==> src/assert_macros.svh <==
// ----------------------------------------------------------------------------
// assert_macros.svh
// Shared assertion macros for the thermostat RTL.
// ----------------------------------------------------------------------------
`ifndef ASSERT_MACROS_SVH
`define ASSERT_MACROS_SVH

// Clocked assertion, disabled while reset is high.
`define STT_ASSERT(label, clk, rst, prop, msg) \
   label: assert property (@(posedge clk) disable iff (rst) prop) else $error(msg);

// Clocked assertion that also runs during reset.
`define STT_ASSERT_ALWAYS(label, clk, prop, msg) \
   label: assert property (@(posedge clk) prop) else $error(msg);

`endif

==> src/stt_pkg.sv <==
// ----------------------------------------------------------------------------
// stt_pkg
// Types, codes and constants for the soldering tip thermostat.
// ----------------------------------------------------------------------------
`default_nettype none

package stt_pkg;

   localparam int SAMPLE_BITS = 10;
   localparam int COUNT_BITS  = 13;
   localparam int BAND_BITS   = 8;
   localparam int CSR_INDEX_BITS = 3;
   localparam int CSR_DATA_BITS  = 16;

   localparam logic [SAMPLE_BITS-1:0] SAMPLE_MAX = {SAMPLE_BITS{1'b1}};
   localparam logic [COUNT_BITS-1:0]  COUNT_MAX  = {COUNT_BITS{1'b1}};

   // register indexes
   localparam logic [CSR_INDEX_BITS-1:0] CSR_SLEEP_AFTER = 3'd0;
   localparam logic [CSR_INDEX_BITS-1:0] CSR_OFF_AFTER   = 3'd1;
   localparam logic [CSR_INDEX_BITS-1:0] CSR_SLEEP_LEVEL = 3'd2;
   localparam logic [CSR_INDEX_BITS-1:0] CSR_CAL_LOW     = 3'd3;
   localparam logic [CSR_INDEX_BITS-1:0] CSR_CAL_MID     = 3'd4;
   localparam logic [CSR_INDEX_BITS-1:0] CSR_CAL_HIGH    = 3'd5;
   localparam logic [CSR_INDEX_BITS-1:0] CSR_READY_BAND  = 3'd6;

   // register reset values
   localparam logic [COUNT_BITS-1:0]  RST_SLEEP_AFTER = COUNT_BITS'(3000);
   localparam logic [COUNT_BITS-1:0]  RST_OFF_AFTER   = COUNT_BITS'(6000);
   localparam logic [SAMPLE_BITS-1:0] RST_SLEEP_LEVEL = SAMPLE_BITS'(100);
   localparam logic [SAMPLE_BITS-1:0] RST_CAL_LOW     = SAMPLE_BITS'(118);
   localparam logic [SAMPLE_BITS-1:0] RST_CAL_MID     = SAMPLE_BITS'(221);
   localparam logic [SAMPLE_BITS-1:0] RST_CAL_HIGH    = SAMPLE_BITS'(324);
   localparam logic [BAND_BITS-1:0]   RST_READY_BAND  = BAND_BITS'(10);

   // LED and mode codes
   localparam logic [1:0] LED_RED   = 2'd0;
   localparam logic [1:0] LED_GREEN = 2'd1;
   localparam logic [1:0] LED_BOTH  = 2'd2;

   localparam logic [1:0] MODE_ACTIVE = 2'd0;
   localparam logic [1:0] MODE_SLEEP  = 2'd1;
   localparam logic [1:0] MODE_OFF    = 2'd2;

   typedef struct packed {
      logic [SAMPLE_BITS-1:0] tip_sample;
      logic [SAMPLE_BITS-1:0] knob_sample;
      logic                   handle_moved;
   } stt_req_type;

   typedef struct packed {
      logic                   heater_on;
      logic [1:0]             led_drive;
      logic [1:0]             run_mode;
      logic [SAMPLE_BITS-1:0] target_level;
      logic [SAMPLE_BITS-1:0] smoothed_level;
   } stt_rsp_type;

   typedef struct packed {
      logic [COUNT_BITS-1:0]  sleep_after;
      logic [COUNT_BITS-1:0]  off_after;
      logic [SAMPLE_BITS-1:0] sleep_level;
      logic [SAMPLE_BITS-1:0] cal_low;
      logic [SAMPLE_BITS-1:0] cal_mid;
      logic [SAMPLE_BITS-1:0] cal_high;
      logic [BAND_BITS-1:0]   ready_band;
   } stt_cfg_type;

   // one tick held in the input stage, setpoint already mapped
   typedef struct packed {
      logic [SAMPLE_BITS-1:0] tip_sample;
      logic [SAMPLE_BITS-1:0] target;
      logic                   handle_moved;
   } stt_stage_type;

endpackage

`default_nettype wire

==> src/stt_setpoint.sv <==
// ----------------------------------------------------------------------------
// stt_setpoint
// Knob to setpoint mapping: two linear pieces through cal_low, cal_mid and
// cal_high, quotient truncated toward zero, result clamped to sample range.
// ----------------------------------------------------------------------------
`default_nettype none

module stt_setpoint
   import stt_pkg::*;
(
   input  wire logic [SAMPLE_BITS-1:0] knob_sample,
   input  wire stt_cfg_type            cfg,
   output logic      [SAMPLE_BITS-1:0] target
);

   localparam int SB = SAMPLE_BITS;
   localparam logic [SB:0] SPAN  = (SB+1)'((1 << (SB-1)) - 1);
   localparam logic [SB:0] SPAN2 = (SB+1)'(2 * ((1 << (SB-1)) - 1));
   localparam logic [SB:0] SPAN3 = (SB+1)'(3 * ((1 << (SB-1)) - 1));

   logic                   upper;
   logic [SB-2:0]          pos;
   logic [SB-1:0]          lo_pt;
   logic [SB-1:0]          hi_pt;
   logic signed [SB:0]     diff;
   logic                   neg;
   logic [SB-1:0]          mag;
   logic [2*SB-2:0]        prod;
   logic [SB-1:0]          q0;
   logic [SB:0]            rem;
   logic [SB-1:0]          corr;
   logic [SB-1:0]          quo;
   logic signed [SB+1:0]   val;

   always_comb begin
      upper = knob_sample[SB-1];
      pos   = knob_sample[SB-2:0];
      lo_pt = upper ? cfg.cal_mid  : cfg.cal_low;
      hi_pt = upper ? cfg.cal_high : cfg.cal_mid;
      diff  = $signed({1'b0, hi_pt}) - $signed({1'b0, lo_pt});
      neg   = diff[SB];
      mag   = neg ? SB'(-diff) : SB'(diff);
      prod  = (2*SB-1)'(pos * mag);
      q0    = prod[2*SB-2:SB-1];

      // divide by 2^(SB-1)-1: remainder of the shift is low bits plus q0
      rem = {2'b00, prod[SB-2:0]} + {1'b0, q0};
      if (rem >= SPAN3) begin
         corr = SB'(3);
      end else if (rem >= SPAN2) begin
         corr = SB'(2);
      end else if (rem >= SPAN) begin
         corr = SB'(1);
      end else begin
         corr = '0;
      end
      quo = upper ? (q0 + corr) : q0;

      val = neg ? ($signed({2'b00, lo_pt}) - $signed({2'b00, quo}))
                : ($signed({2'b00, lo_pt}) + $signed({2'b00, quo}));
      if (val < 0) begin
         target = '0;
      end else if (val > $signed({2'b00, SAMPLE_MAX})) begin
         target = SAMPLE_MAX;
      end else begin
         target = val[SB-1:0];
      end
   end

endmodule

`default_nettype wire

==> src/stt_core.sv <==
// ----------------------------------------------------------------------------
// stt_core
// Controller state and per-tick update: smoothing, heater decision, LED,
// idle counting and the active / sleep / off modes.
// ----------------------------------------------------------------------------
`default_nettype none
`include "assert_macros.svh"

module stt_core
   import stt_pkg::*;
(
   input  wire logic          clock,
   input  wire logic          reset,
   input  wire logic          step_en,
   input  wire stt_stage_type item,
   input  wire stt_cfg_type   cfg,
   output stt_rsp_type        result
);

   localparam int SB = SAMPLE_BITS;

   logic [SB-1:0]         smooth_ff,      smooth_in;
   logic                  primed_ff,      primed_in;
   logic [COUNT_BITS-1:0] idle_ff,        idle_in;
   logic                  sleeping_ff,    sleeping_in;
   logic                  led_level_ff,   led_level_in;
   logic [SB-1:0]         last_target_ff, last_target_in;

   logic [COUNT_BITS-1:0] idle_cur;
   logic [COUNT_BITS-1:0] idle_inc;
   logic                  asleep;
   logic [SB-1:0]         base;
   logic [SB+2:0]         acc;
   logic [SB-1:0]         sm;
   logic [SB:0]           band;
   logic                  green;

   always_comb begin
      idle_cur = item.handle_moved ? '0 : idle_ff;
      asleep   = item.handle_moved ? 1'b0 : sleeping_ff;
      idle_inc = (idle_cur == COUNT_MAX) ? idle_cur : idle_cur + 1'b1;

      base = primed_ff ? smooth_ff : item.tip_sample;
      acc  = ({3'b000, base} << 3) - {3'b000, base} + {3'b000, item.tip_sample};
      sm   = acc[SB+2:3];
      band = {{(SB+1-BAND_BITS){1'b0}}, cfg.ready_band};
      green = (({1'b0, sm} + band) > {1'b0, item.target}) &&
              (({1'b0, item.target} + band) > {1'b0, sm});

      smooth_in      = smooth_ff;
      primed_in      = primed_ff;
      idle_in        = idle_cur;
      sleeping_in    = asleep;
      led_level_in   = led_level_ff;
      last_target_in = last_target_ff;

      result.target_level = last_target_ff;

      if (!asleep) begin
         smooth_in      = sm;
         primed_in      = 1'b1;
         idle_in        = idle_inc;
         sleeping_in    = idle_cur > cfg.sleep_after;
         led_level_in   = green;
         last_target_in = item.target;
         result.heater_on    = sm < item.target;
         result.led_drive    = green ? LED_GREEN : LED_RED;
         result.run_mode     = MODE_ACTIVE;
         result.target_level = item.target;
      end else if (idle_cur < cfg.off_after) begin
         idle_in      = idle_inc;
         led_level_in = ~led_level_ff;
         result.heater_on = item.tip_sample < cfg.sleep_level;
         result.led_drive = led_level_ff ? LED_RED : LED_GREEN;
         result.run_mode  = MODE_SLEEP;
      end else begin
         result.heater_on = 1'b0;
         result.led_drive = LED_BOTH;
         result.run_mode  = MODE_OFF;
      end
      result.smoothed_level = smooth_in;
   end

   always_ff @(posedge clock) begin
      if (reset) begin
         smooth_ff      <= '0;
         primed_ff      <= 1'b0;
         idle_ff        <= '0;
         sleeping_ff    <= 1'b0;
         led_level_ff   <= 1'b0;
         last_target_ff <= '0;
      end else if (step_en) begin
         smooth_ff      <= smooth_in;
         primed_ff      <= primed_in;
         idle_ff        <= idle_in;
         sleeping_ff    <= sleeping_in;
         led_level_ff   <= led_level_in;
         last_target_ff <= last_target_in;
      end
   end

   `STT_ASSERT(a_primed_after_step, clock, reset, step_en |=> primed_ff, "not primed after tick")
   `STT_ASSERT(a_moved_restarts_idle, clock, reset, (step_en && item.handle_moved) |=> (idle_ff == COUNT_BITS'(1)), "movement did not restart idle count")
   `STT_ASSERT(a_smooth_held_idle, clock, reset, (step_en && result.run_mode != MODE_ACTIVE) |=> $stable(smooth_ff), "smoothed value moved outside active mode")

endmodule

`default_nettype wire

==> src/soldering_tip_thermostat_top.sv <==
// ----------------------------------------------------------------------------
// soldering_tip_thermostat_top
// Bang-bang tip temperature controller with idle sleep and shut-off.
// ----------------------------------------------------------------------------
//
//   channel | dir | ports                                  | beat
//   --------+-----+----------------------------------------+--------------------
//   req     | in  | req_valid, req_ready, req_data         | one control tick
//   rsp     | out | rsp_valid, rsp_ready, rsp_data         | one tick result
//   csr     | in  | csr_valid, csr_ready, csr_index, csr_data | one register write
//
// Two register stages: the input stage holds the tick with its setpoint already
// mapped from the knob, the output stage holds the result.
// One tick per cycle is sustained while rsp_ready stays high; the state update is
// a single pass. A full output stage with rsp_ready low stalls the input stage,
// then req_ready. Synchronous reset empties both stages, clears the controller
// state and loads the registers with their reset values. csr_ready is always high.
// ----------------------------------------------------------------------------
`default_nettype none

module soldering_tip_thermostat_top
   import stt_pkg::*;
(
   input  wire logic                      clock,
   input  wire logic                      reset,

   input  wire logic                      req_valid,
   output logic                           req_ready,
   input  wire stt_req_type               req_data,

   output logic                           rsp_valid,
   input  wire logic                      rsp_ready,
   output stt_rsp_type                    rsp_data,

   input  wire logic                      csr_valid,
   output logic                           csr_ready,
   input  wire logic [CSR_INDEX_BITS-1:0] csr_index,
   input  wire logic [CSR_DATA_BITS-1:0]  csr_data
);

   stt_cfg_type   cfg_ff;
   stt_stage_type stage_ff, stage_in;
   logic          stage_valid_ff, stage_valid_in;
   stt_rsp_type   out_ff;
   logic          out_valid_ff;
   stt_rsp_type   core_rsp;
   logic [SAMPLE_BITS-1:0] knob_target;
   logic          req_fire;
   logic          advance;

   assign csr_ready = 1'b1;

   always_ff @(posedge clock) begin
      if (reset) begin
         cfg_ff.sleep_after <= RST_SLEEP_AFTER;
         cfg_ff.off_after   <= RST_OFF_AFTER;
         cfg_ff.sleep_level <= RST_SLEEP_LEVEL;
         cfg_ff.cal_low     <= RST_CAL_LOW;
         cfg_ff.cal_mid     <= RST_CAL_MID;
         cfg_ff.cal_high    <= RST_CAL_HIGH;
         cfg_ff.ready_band  <= RST_READY_BAND;
      end else if (csr_valid) begin
         case (csr_index)
            CSR_SLEEP_AFTER: cfg_ff.sleep_after <= csr_data[COUNT_BITS-1:0];
            CSR_OFF_AFTER:   cfg_ff.off_after   <= csr_data[COUNT_BITS-1:0];
            CSR_SLEEP_LEVEL: cfg_ff.sleep_level <= csr_data[SAMPLE_BITS-1:0];
            CSR_CAL_LOW:     cfg_ff.cal_low     <= csr_data[SAMPLE_BITS-1:0];
            CSR_CAL_MID:     cfg_ff.cal_mid     <= csr_data[SAMPLE_BITS-1:0];
            CSR_CAL_HIGH:    cfg_ff.cal_high    <= csr_data[SAMPLE_BITS-1:0];
            CSR_READY_BAND:  cfg_ff.ready_band  <= csr_data[BAND_BITS-1:0];
            default: ;
         endcase
      end
   end

   stt_setpoint u_setpoint (
      .knob_sample (req_data.knob_sample),
      .cfg         (cfg_ff),
      .target      (knob_target)
   );

   // input stage moves on when the output stage is free or being drained
   assign advance   = stage_valid_ff && (!out_valid_ff || rsp_ready);
   assign req_ready = !stage_valid_ff || advance;
   assign req_fire  = req_valid && req_ready;

   always_comb begin
      stage_valid_in = req_fire || (stage_valid_ff && !advance);
      stage_in       = stage_ff;
      if (req_fire) begin
         stage_in.tip_sample   = req_data.tip_sample;
         stage_in.target       = knob_target;
         stage_in.handle_moved = req_data.handle_moved;
      end
   end

   always_ff @(posedge clock) begin
      stage_ff <= stage_in;
      if (reset) begin
         stage_valid_ff <= 1'b0;
      end else begin
         stage_valid_ff <= stage_valid_in;
      end
   end

   stt_core u_core (
      .clock   (clock),
      .reset   (reset),
      .step_en (advance),
      .item    (stage_ff),
      .cfg     (cfg_ff),
      .result  (core_rsp)
   );

   always_ff @(posedge clock) begin
      if (advance) begin
         out_ff <= core_rsp;
      end
      if (reset) begin
         out_valid_ff <= 1'b0;
      end else if (advance) begin
         out_valid_ff <= 1'b1;
      end else if (rsp_ready) begin
         out_valid_ff <= 1'b0;
      end
   end

   assign rsp_valid = out_valid_ff;
   assign rsp_data  = out_ff;

endmodule

`default_nettype wire

==> config.mk <==
export PLATFORM = sky130hd
export DESIGN_NAME = soldering_tip_thermostat_top
export DESIGN_NICKNAME = d
export VERILOG_FILES = /design/src/stt_pkg.sv /design/src/stt_setpoint.sv /design/src/stt_core.sv /design/src/soldering_tip_thermostat_top.sv
export VERILOG_INCLUDE_DIRS = /design/src /design/src/src
export SDC_FILE = /design/constraint.sdc
export NUM_CORES = 1
export LEC_CHECK = 0
export BUFFER_PORTS_ARGS = -buffer_cell sky130_fd_sc_hd__clkbuf_2
export CAP_MARGIN = 15
export CORE_MARGIN = 1.5
export CORE_UTILIZATION = 50
export CTS_BUF_LIST = sky130_fd_sc_hd__clkbuf_4 sky130_fd_sc_hd__clkbuf_8
export CTS_CLUSTER_DIAMETER = 100
export DETAILED_ROUTE_END_ITERATION = 16
export PLACE_DENSITY = 0.77
export SYNTH_ARGS = -nofsm -noshare
export SYNTH_HDL_FRONTEND = slang
export SYNTH_SLANG_ARGS = --single-unit
==> constraint.sdc <==
create_clock -name clock -period 12.8 [get_ports clock]
set_input_delay 1.28 -clock clock [delete_from_list [all_inputs] [get_ports clock]]
set_output_delay 1.28 -clock clock [all_outputs]
set_load 0.02 [all_outputs]
After elaboration in Yosys (flattened, before gate mapping)
Cells that the tools add are included.
W data, S select, Z words.
{"block": "classes", "n_reduce_logical": 21, "order_cmp": 11, "multipliers": 1, "eq_ne": 8, "shift": 0, "muxes": 26, "n_div": 0, "bitwise_logic": 2, "n_addsub": 11}
{"cell": "$mux W10", "count": 10}
{"cell": "$mux W13", "count": 4}
{"cell": "$add A10 B8 Y11", "count": 2}
{"cell": "$gt A11 B10 Y1", "count": 2}
{"cell": "$sub A10 B10 Y11", "count": 2}
{"cell": "$lt A10 B10 Y1", "count": 2}
{"cell": "$mul A9 B10 Y19", "count": 1}
{"cell": "$reduce_and A2 Y1", "count": 9}
{"cell": "$add A13 B1 Y13 const B", "count": 1}
{"cell": "$add A13 B10 Y13", "count": 1}
{"cell": "$eq A13 B13 Y1 const B", "count": 1}
{"cell": "$gt A13 B13 Y1", "count": 1}
{"cell": "$lt A13 B13 Y1", "count": 1}
{"cell": "$sub A13 B10 Y13", "count": 1}
{"cell": "$gt A12 B11 Y1 const B", "count": 1}
{"cell": "$lt A12 B1 Y1 const B", "count": 1}
{"cell": "$mux W12", "count": 1}
{"cell": "$add A10 B10 Y11", "count": 1}
{"cell": "$add A9 B10 Y11", "count": 1}
{"cell": "$ge A11 B10 Y1 const B", "count": 1}
{"cell": "$ge A11 B11 Y1 const B", "count": 1}
{"cell": "$ge A11 B9 Y1 const B", "count": 1}
{"cell": "$add A10 B10 Y10", "count": 1}
{"cell": "$mux W5", "count": 2}
{"cell": "12 further kinds", "count": 31}
{"block": "word_totals", "ramBits": 0, "out_inout_bits": 28, "memories": 0, "rom_bits": 0, "register_bits": 158, "latchBits": 0, "in_bits": 45}

Depth between registers and ports, before layout
{"block": "depth", "word_depth": 16, "ltp_mapped": 56, "depth_no_buf": 52}

Hierarchy
From an unflattened synthesis, not the netlist that was laid out.
{"block": "hier_totals", "cells_unflattened": 1653, "area_unflattened_um2": 14776.7}
{"mod": "stt_setpoint", "cells_per_inst": 657, "area_each_um2": 5481.5, "seq_area_each_um2": 0.0, "instances": 1}
{"mod": "stt_core", "cells_per_inst": 657, "area_each_um2": 4857.2, "seq_area_each_um2": 720.7, "instances": 1}
{"mod": "soldering_tip_thermostat_top", "cells_per_inst": 339, "area_each_um2": 4438.0, "seq_area_each_um2": 2902.8, "instances": 1}

Least setup slack after synthesis
OpenSTA, ideal clock, no wires.
{"block": "synth_path", "path_kind": "input -> register", "start": "input port req_data[10] in the netlist's numbering", "end": "register stage_ff[10] in the netlist's numbering, data pin", "path_buffers": 4, "required_time_ns": 12.624, "cell_stages": 51, "setup_slack_ns": -0.204, "setup_ns": 0.176, "arrival_time_ns": 12.828, "cell_sequence": "clkbuf_1 buf_1 mux2i_1 inv_1 fa_1 nor2b_1 o21ai_0 a21boi_0 o21ai_0 a21oi_1 a31oi_1 buf_2 o21ai_1 nand2_1 fa_1 fa_1 inv_1 fa_1 (+15 left out) o21ai_0 nor4_1 o211ai_1 or2_2 o221ai_1 ha_1 fa_1 mux2_2 ha_1 a21o_1 a21oi_1 o21ba_2 inv_1 a2111o_1 a31oi_1 o21ai_0 nor4bb_1 nor4_1"}
{"block": "synth_via", "elab_chain_len": 16, "elab_cells_between_ends": 21, "cone_classes": "add/sub: 6; mul: 1; order compare: 5; mux: 9"}
{"element": "start: declaration", "line": "soldering_tip_thermostat_top.sv:29", "source": "input wire stt_req_type req_data,"}
{"element": "$mux W10 (on tied branches)", "line": "stt_setpoint.sv:39, stt_setpoint.sv:38"}
{"element": "$sub A10 B10 Y11", "line": "stt_setpoint.sv:40", "source": "diff = $signed({1'b0, hi_pt}) - $signed({1'b0, lo_pt});"}
{"element": "$neg A10 Y10", "line": "stt_setpoint.sv:42", "source": "mag = neg ? SB'(-diff) : SB'(diff);"}
{"element": "$mux W10", "line": "stt_setpoint.sv:42"}
{"element": "$mul A9 B10 Y19", "line": "stt_setpoint.sv:43", "source": "prod = (2*SB-1)'(pos * mag);"}
{"element": "$add A9 B10 Y11", "line": "stt_setpoint.sv:47", "source": "rem = {2'b00, prod[SB-2:0]} + {1'b0, q0};"}
{"element": "$ge A11 B9 Y1", "line": "stt_setpoint.sv:52", "source": "end else if (rem >= SPAN) begin"}
{"element": "$mux W1", "line": "stt_setpoint.sv:52"}
{"element": "$mux W10", "line": "stt_setpoint.sv:50", "source": "end else if (rem >= SPAN2) begin"}
{"element": "$mux W10", "line": "stt_setpoint.sv:48", "source": "if (rem >= SPAN3) begin"}
{"element": "$add A10 B10 Y10", "line": "stt_setpoint.sv:57", "source": "quo = upper ? (q0 + corr) : q0;"}
{"element": "$mux W10", "line": "stt_setpoint.sv:57"}
{"element": "$add A10 B10 Y11 / $sub A10 B10 Y11 (equally long branches)", "line": "stt_setpoint.sv:60, stt_setpoint.sv:59"}
{"element": "$mux W12 (*)", "line": "stt_setpoint.sv:59", "source": "val = neg ? ($signed({2'b00, lo_pt}) - $signed({2'b00, quo}))"}
{"element": "$gt A12 B11 Y1", "line": "stt_setpoint.sv:63", "source": "end else if (val > $signed({2'b00, SAMPLE_MAX})) begin"}
{"element": "$mux W10", "line": "stt_setpoint.sv:63"}
{"element": "end signal: assignment", "line": "soldering_tip_thermostat_top.sv:98", "source": "stage_ff <= stage_in;"}
{"element": "end: declaration", "line": "soldering_tip_thermostat_top.sv:42", "source": "stt_stage_type stage_ff, stage_in;"}
Every way passes the cells marked *; elsewhere a longest branch is shown, timed or not.
A chain may end at the register's enable or synchronous reset.

Final worst setup path
Ends and elaborated chain as after synthesis.

==> summary.txt <==
Logic synthesis
  • Yosys top cell area share: 0.157
  • Post-Syn Instances: 1,684
  • #FFs+latches synth: 157
  • Adder-cell share of the synthesized area: 0.252
  • Library cells used by synthesis: 80
  • Compound-Gate Fraction of Synth Area: 0.165
  • Avg Inst Size Synth: 8.47 sq um
  • Commonest register cell after synthesis: dfxtp_1
  • Async SR Flop Fraction: 0
  • Most frequent cells after synthesis: 236 x nand2_1, 202 x inv_1, 173 x ha_1
  • Synth top area cells: dfxtp_1 16%, ha_1 15%, fa_1 10%
  • XOR/XNOR Fraction of Synth Area: 0.0447
  • Post-synth EDFFs: 45
  • Mux contribution to synthesized area: 0.0319
  • Sequential share of the synthesized area: 0.252
  • Largest family of logic cells by synthesized area: adder cells
  • Most common cell in the synthesized netlist: nand2_1
  • Yosys warns: 0
  • Syn nets: 1,973
  • Cell area after synthesis: 0.0143 sq mm
  • Post-synthesis simple-gate area fraction: 0.185
  • Post-synth top area cell: dfxtp_1

Clock tree
  • Htree depth: 4
  • Clock buffer depth: 2
  • Clk sinks: 157
  • Clock Root Buffer: clkbuf_8
  • CTS Buf Count: 17
  • Clk_lat worst skew: 0.48 ns
  • Clock slew at reported path FFs: 0.09 ns
  • Hold buffers post-CTS: 0
  • CTS tree: done

Route
  • Antenna-violating nets left: 0
  • Vias: 12,100
  • DR pass1 iterations: 6
  • DRC viols: 0
  • DR iter-0 viols: 830
  • Routed len/inst: 15.3 um
  • Routed WL: 34,100 um
  • Routed vias/inst: 5.45

Die
  • Initial core utilization: 0.511
  • Core box area: 0.0279 sq mm
  • Num ports: 73
  • Row count: 61
  • Overall die width: 172 um
  • DIE AREA: 0.0296 sq mm
  • Die Y: 172 um

Finish
  • Finished Layout Cells: 2,227
  • Nets: 2,125
  • Sequential Area: 0.00359 sq mm
  • Share of cells above drive strength 1: 0.159
  • Diodes inserted: 0
  • Multi-input gate area: 0.00991 sq mm
  • Filler cell count: 2,433
  • Layout overhead on the synthesized area: 15.0%

Global routing
  • Largest net degree at the start of global routing: 80
  • Vias in the first global route: 11,800
  • Total Routing Usage GR: 0.236
  • GRT overflow: 0
  • Global-route wire length before repair: 56,200 um
  • Antenna violations before repair: 0

Timing
  • Final min period: 12.27 ns
  • Final hold vios: 0
  • Clk_skew: 0.0193 ns
  • Fmax: 81.5 MHz
  • Slew Limit Fails: 0
  • Final setup vio count: 0
  • Least-Margin Pin Slew: 1.09 ns
  • Relative slew slack: 0.271
  • Final Cycle Share: 0.959

Worst setup path
  • Worst path most repeated cell: inv_1
  • Critical Path Max Stage Delay: 0.52 ns
  • Worst path required time: 13.00 ns
  • Max FO, Critical Path: 9
  • Endpoint class of the critical path: flop
  • Worst Path Arrival: 12.47 ns
  • Setup CP Type: input port to flop
  • Crit-path slowest cell: fa_1
  • Crit path launch type: input port

Placed design
  • PortBufs: 68
  • Global placer's final weighted congestion: 0.909
  • DP Cell Count: 2,188
  • Detail Placement HPWL: 26,800 um

Hold path
  • Hold Path Class: flop to flop

Outcome
  • Status: finished, final reports clean

Job
  • # Max-Cap Violations: 0
cells by family (layout without fill, tap and decap cells):
group                      Yosys count  in the layout
AOI/OAI and AO/OA                  353            353
buffers and inverters              258            423
DFF                                157            157
muxes                               44             44
adders and majority gates          245            245
other                                1              1
and+or+nand+nor                    554            554
xor gates and xnor gates            72             72
worst paths after layout:
| kind | from | endpoint | slack [ns] | cells after the start |
|---|---|---|---|---|
| worst max-delay path | req_data[10] | stage_ff[10] | 0.53 | 55 |
| worst min-delay path | cfg_ff[35] | cfg_ff[35] | 0.46 | 2 |
| worst min register to register | cfg_ff[35] | cfg_ff[35] | 0.46 | 2 |
| worst max register to register | cfg_ff[18] | stage_ff[10] | 1.21 | 54 |
repair_timing:
item / in CTS / in global routing
gates resized for setup: 1 / 47
pin swaps: 0 / 14
setup buffers: 0 / 5
setup endpoints to repair: 7 / 10
cell type report:
type | instances | share of cell area
tap | 378 | 0.0288
sequential | 157 | 0.219
timing repair buffer | 189 | 0.0778
multi-input combinational | 1269 | 0.604
clock inverter | 15 | 0.0101
inverter | 202 | 0.0462
clock buffer | 17 | 0.0143
flip-flops by register name, indices dropped and copies added, names as in the netlist:
| name | cells |
|---|---|
| cfg_ff | 74 |
| rsp_data | 24 |
| rsp_valid | 1 |
| stage_ff | 21 |
| stage_valid_ff | 1 |
| u_core.idle_ff | 13 |
| u_core.last_target_ff | 10 |
| u_core.led_level_ff | 1 |
| u_core.primed_ff | 1 |
| u_core.sleeping_ff | 1 |
| u_core.smooth_ff | 10 |
worst max-delay path: cells and delay by family:
kind / cells / cell delay, ns
buf+inv: 11 / 1.11
simple gates: 7 / 1.20
fa+ha+maj: 11 / 4.22
xor+xnor: 2 / 0.30
compound gates: 22 / 3.74
mux: 2 / 0.57
placed cells by master (no fill, tap or decap), drive strengths merged, types with 6 or more instances in the layout:
master	netlist	final
o31ai	8	8
nor2	86	86
or3	6	6
dfxtp	112	112
and2	44	44
o21a	25	25
a311oi	6	6
inv	202	212
mux2i	32	32
xnor2	46	46
or2	7	7
clkbuf	42	85
nand4	12	12
nor2b	50	50
buf	14	121
o21ai	64	64
and3	8	8
a21oi	120	120
nand3b	14	14
o21bai	12	12
o211ai	9	9
a21o	29	29
nor3	31	31
nand2b	16	16
edfxtp	45	45
nand3	25	25
a211oi	7	7
mux2	12	12
fa	71	71
ha	173	173
xor2	26	26
nand2	236	236
a211o	25	25
per-stage QoR:
step                      hold WS, ns  cell area (sq um)  setup WS [ns]  utilization  TNS (ns)
final                           0.457              16400          0.527        0.587         0
after global routing            0.483              16400        -0.0853        0.587    -0.528
after CTS                       0.460              16200         0.0485        0.578         0
after detailed placement        0.446              15700         -0.538        0.564     -4.47
after global placement          0.441              15700         -0.268        0.564     -2.42
after floorplan                 0.433              14300         0.0130            -         0
layer usage:
layer	wire [um]	GRT usage
met5	0	0
met4	673	0.0605
met3	1150	0.0229
met2	17300	0.434
met1	14900	0.295
Power is not shown: default switching activity piles up to over one toggle a cycle in this logic, so the estimate is an artifact.
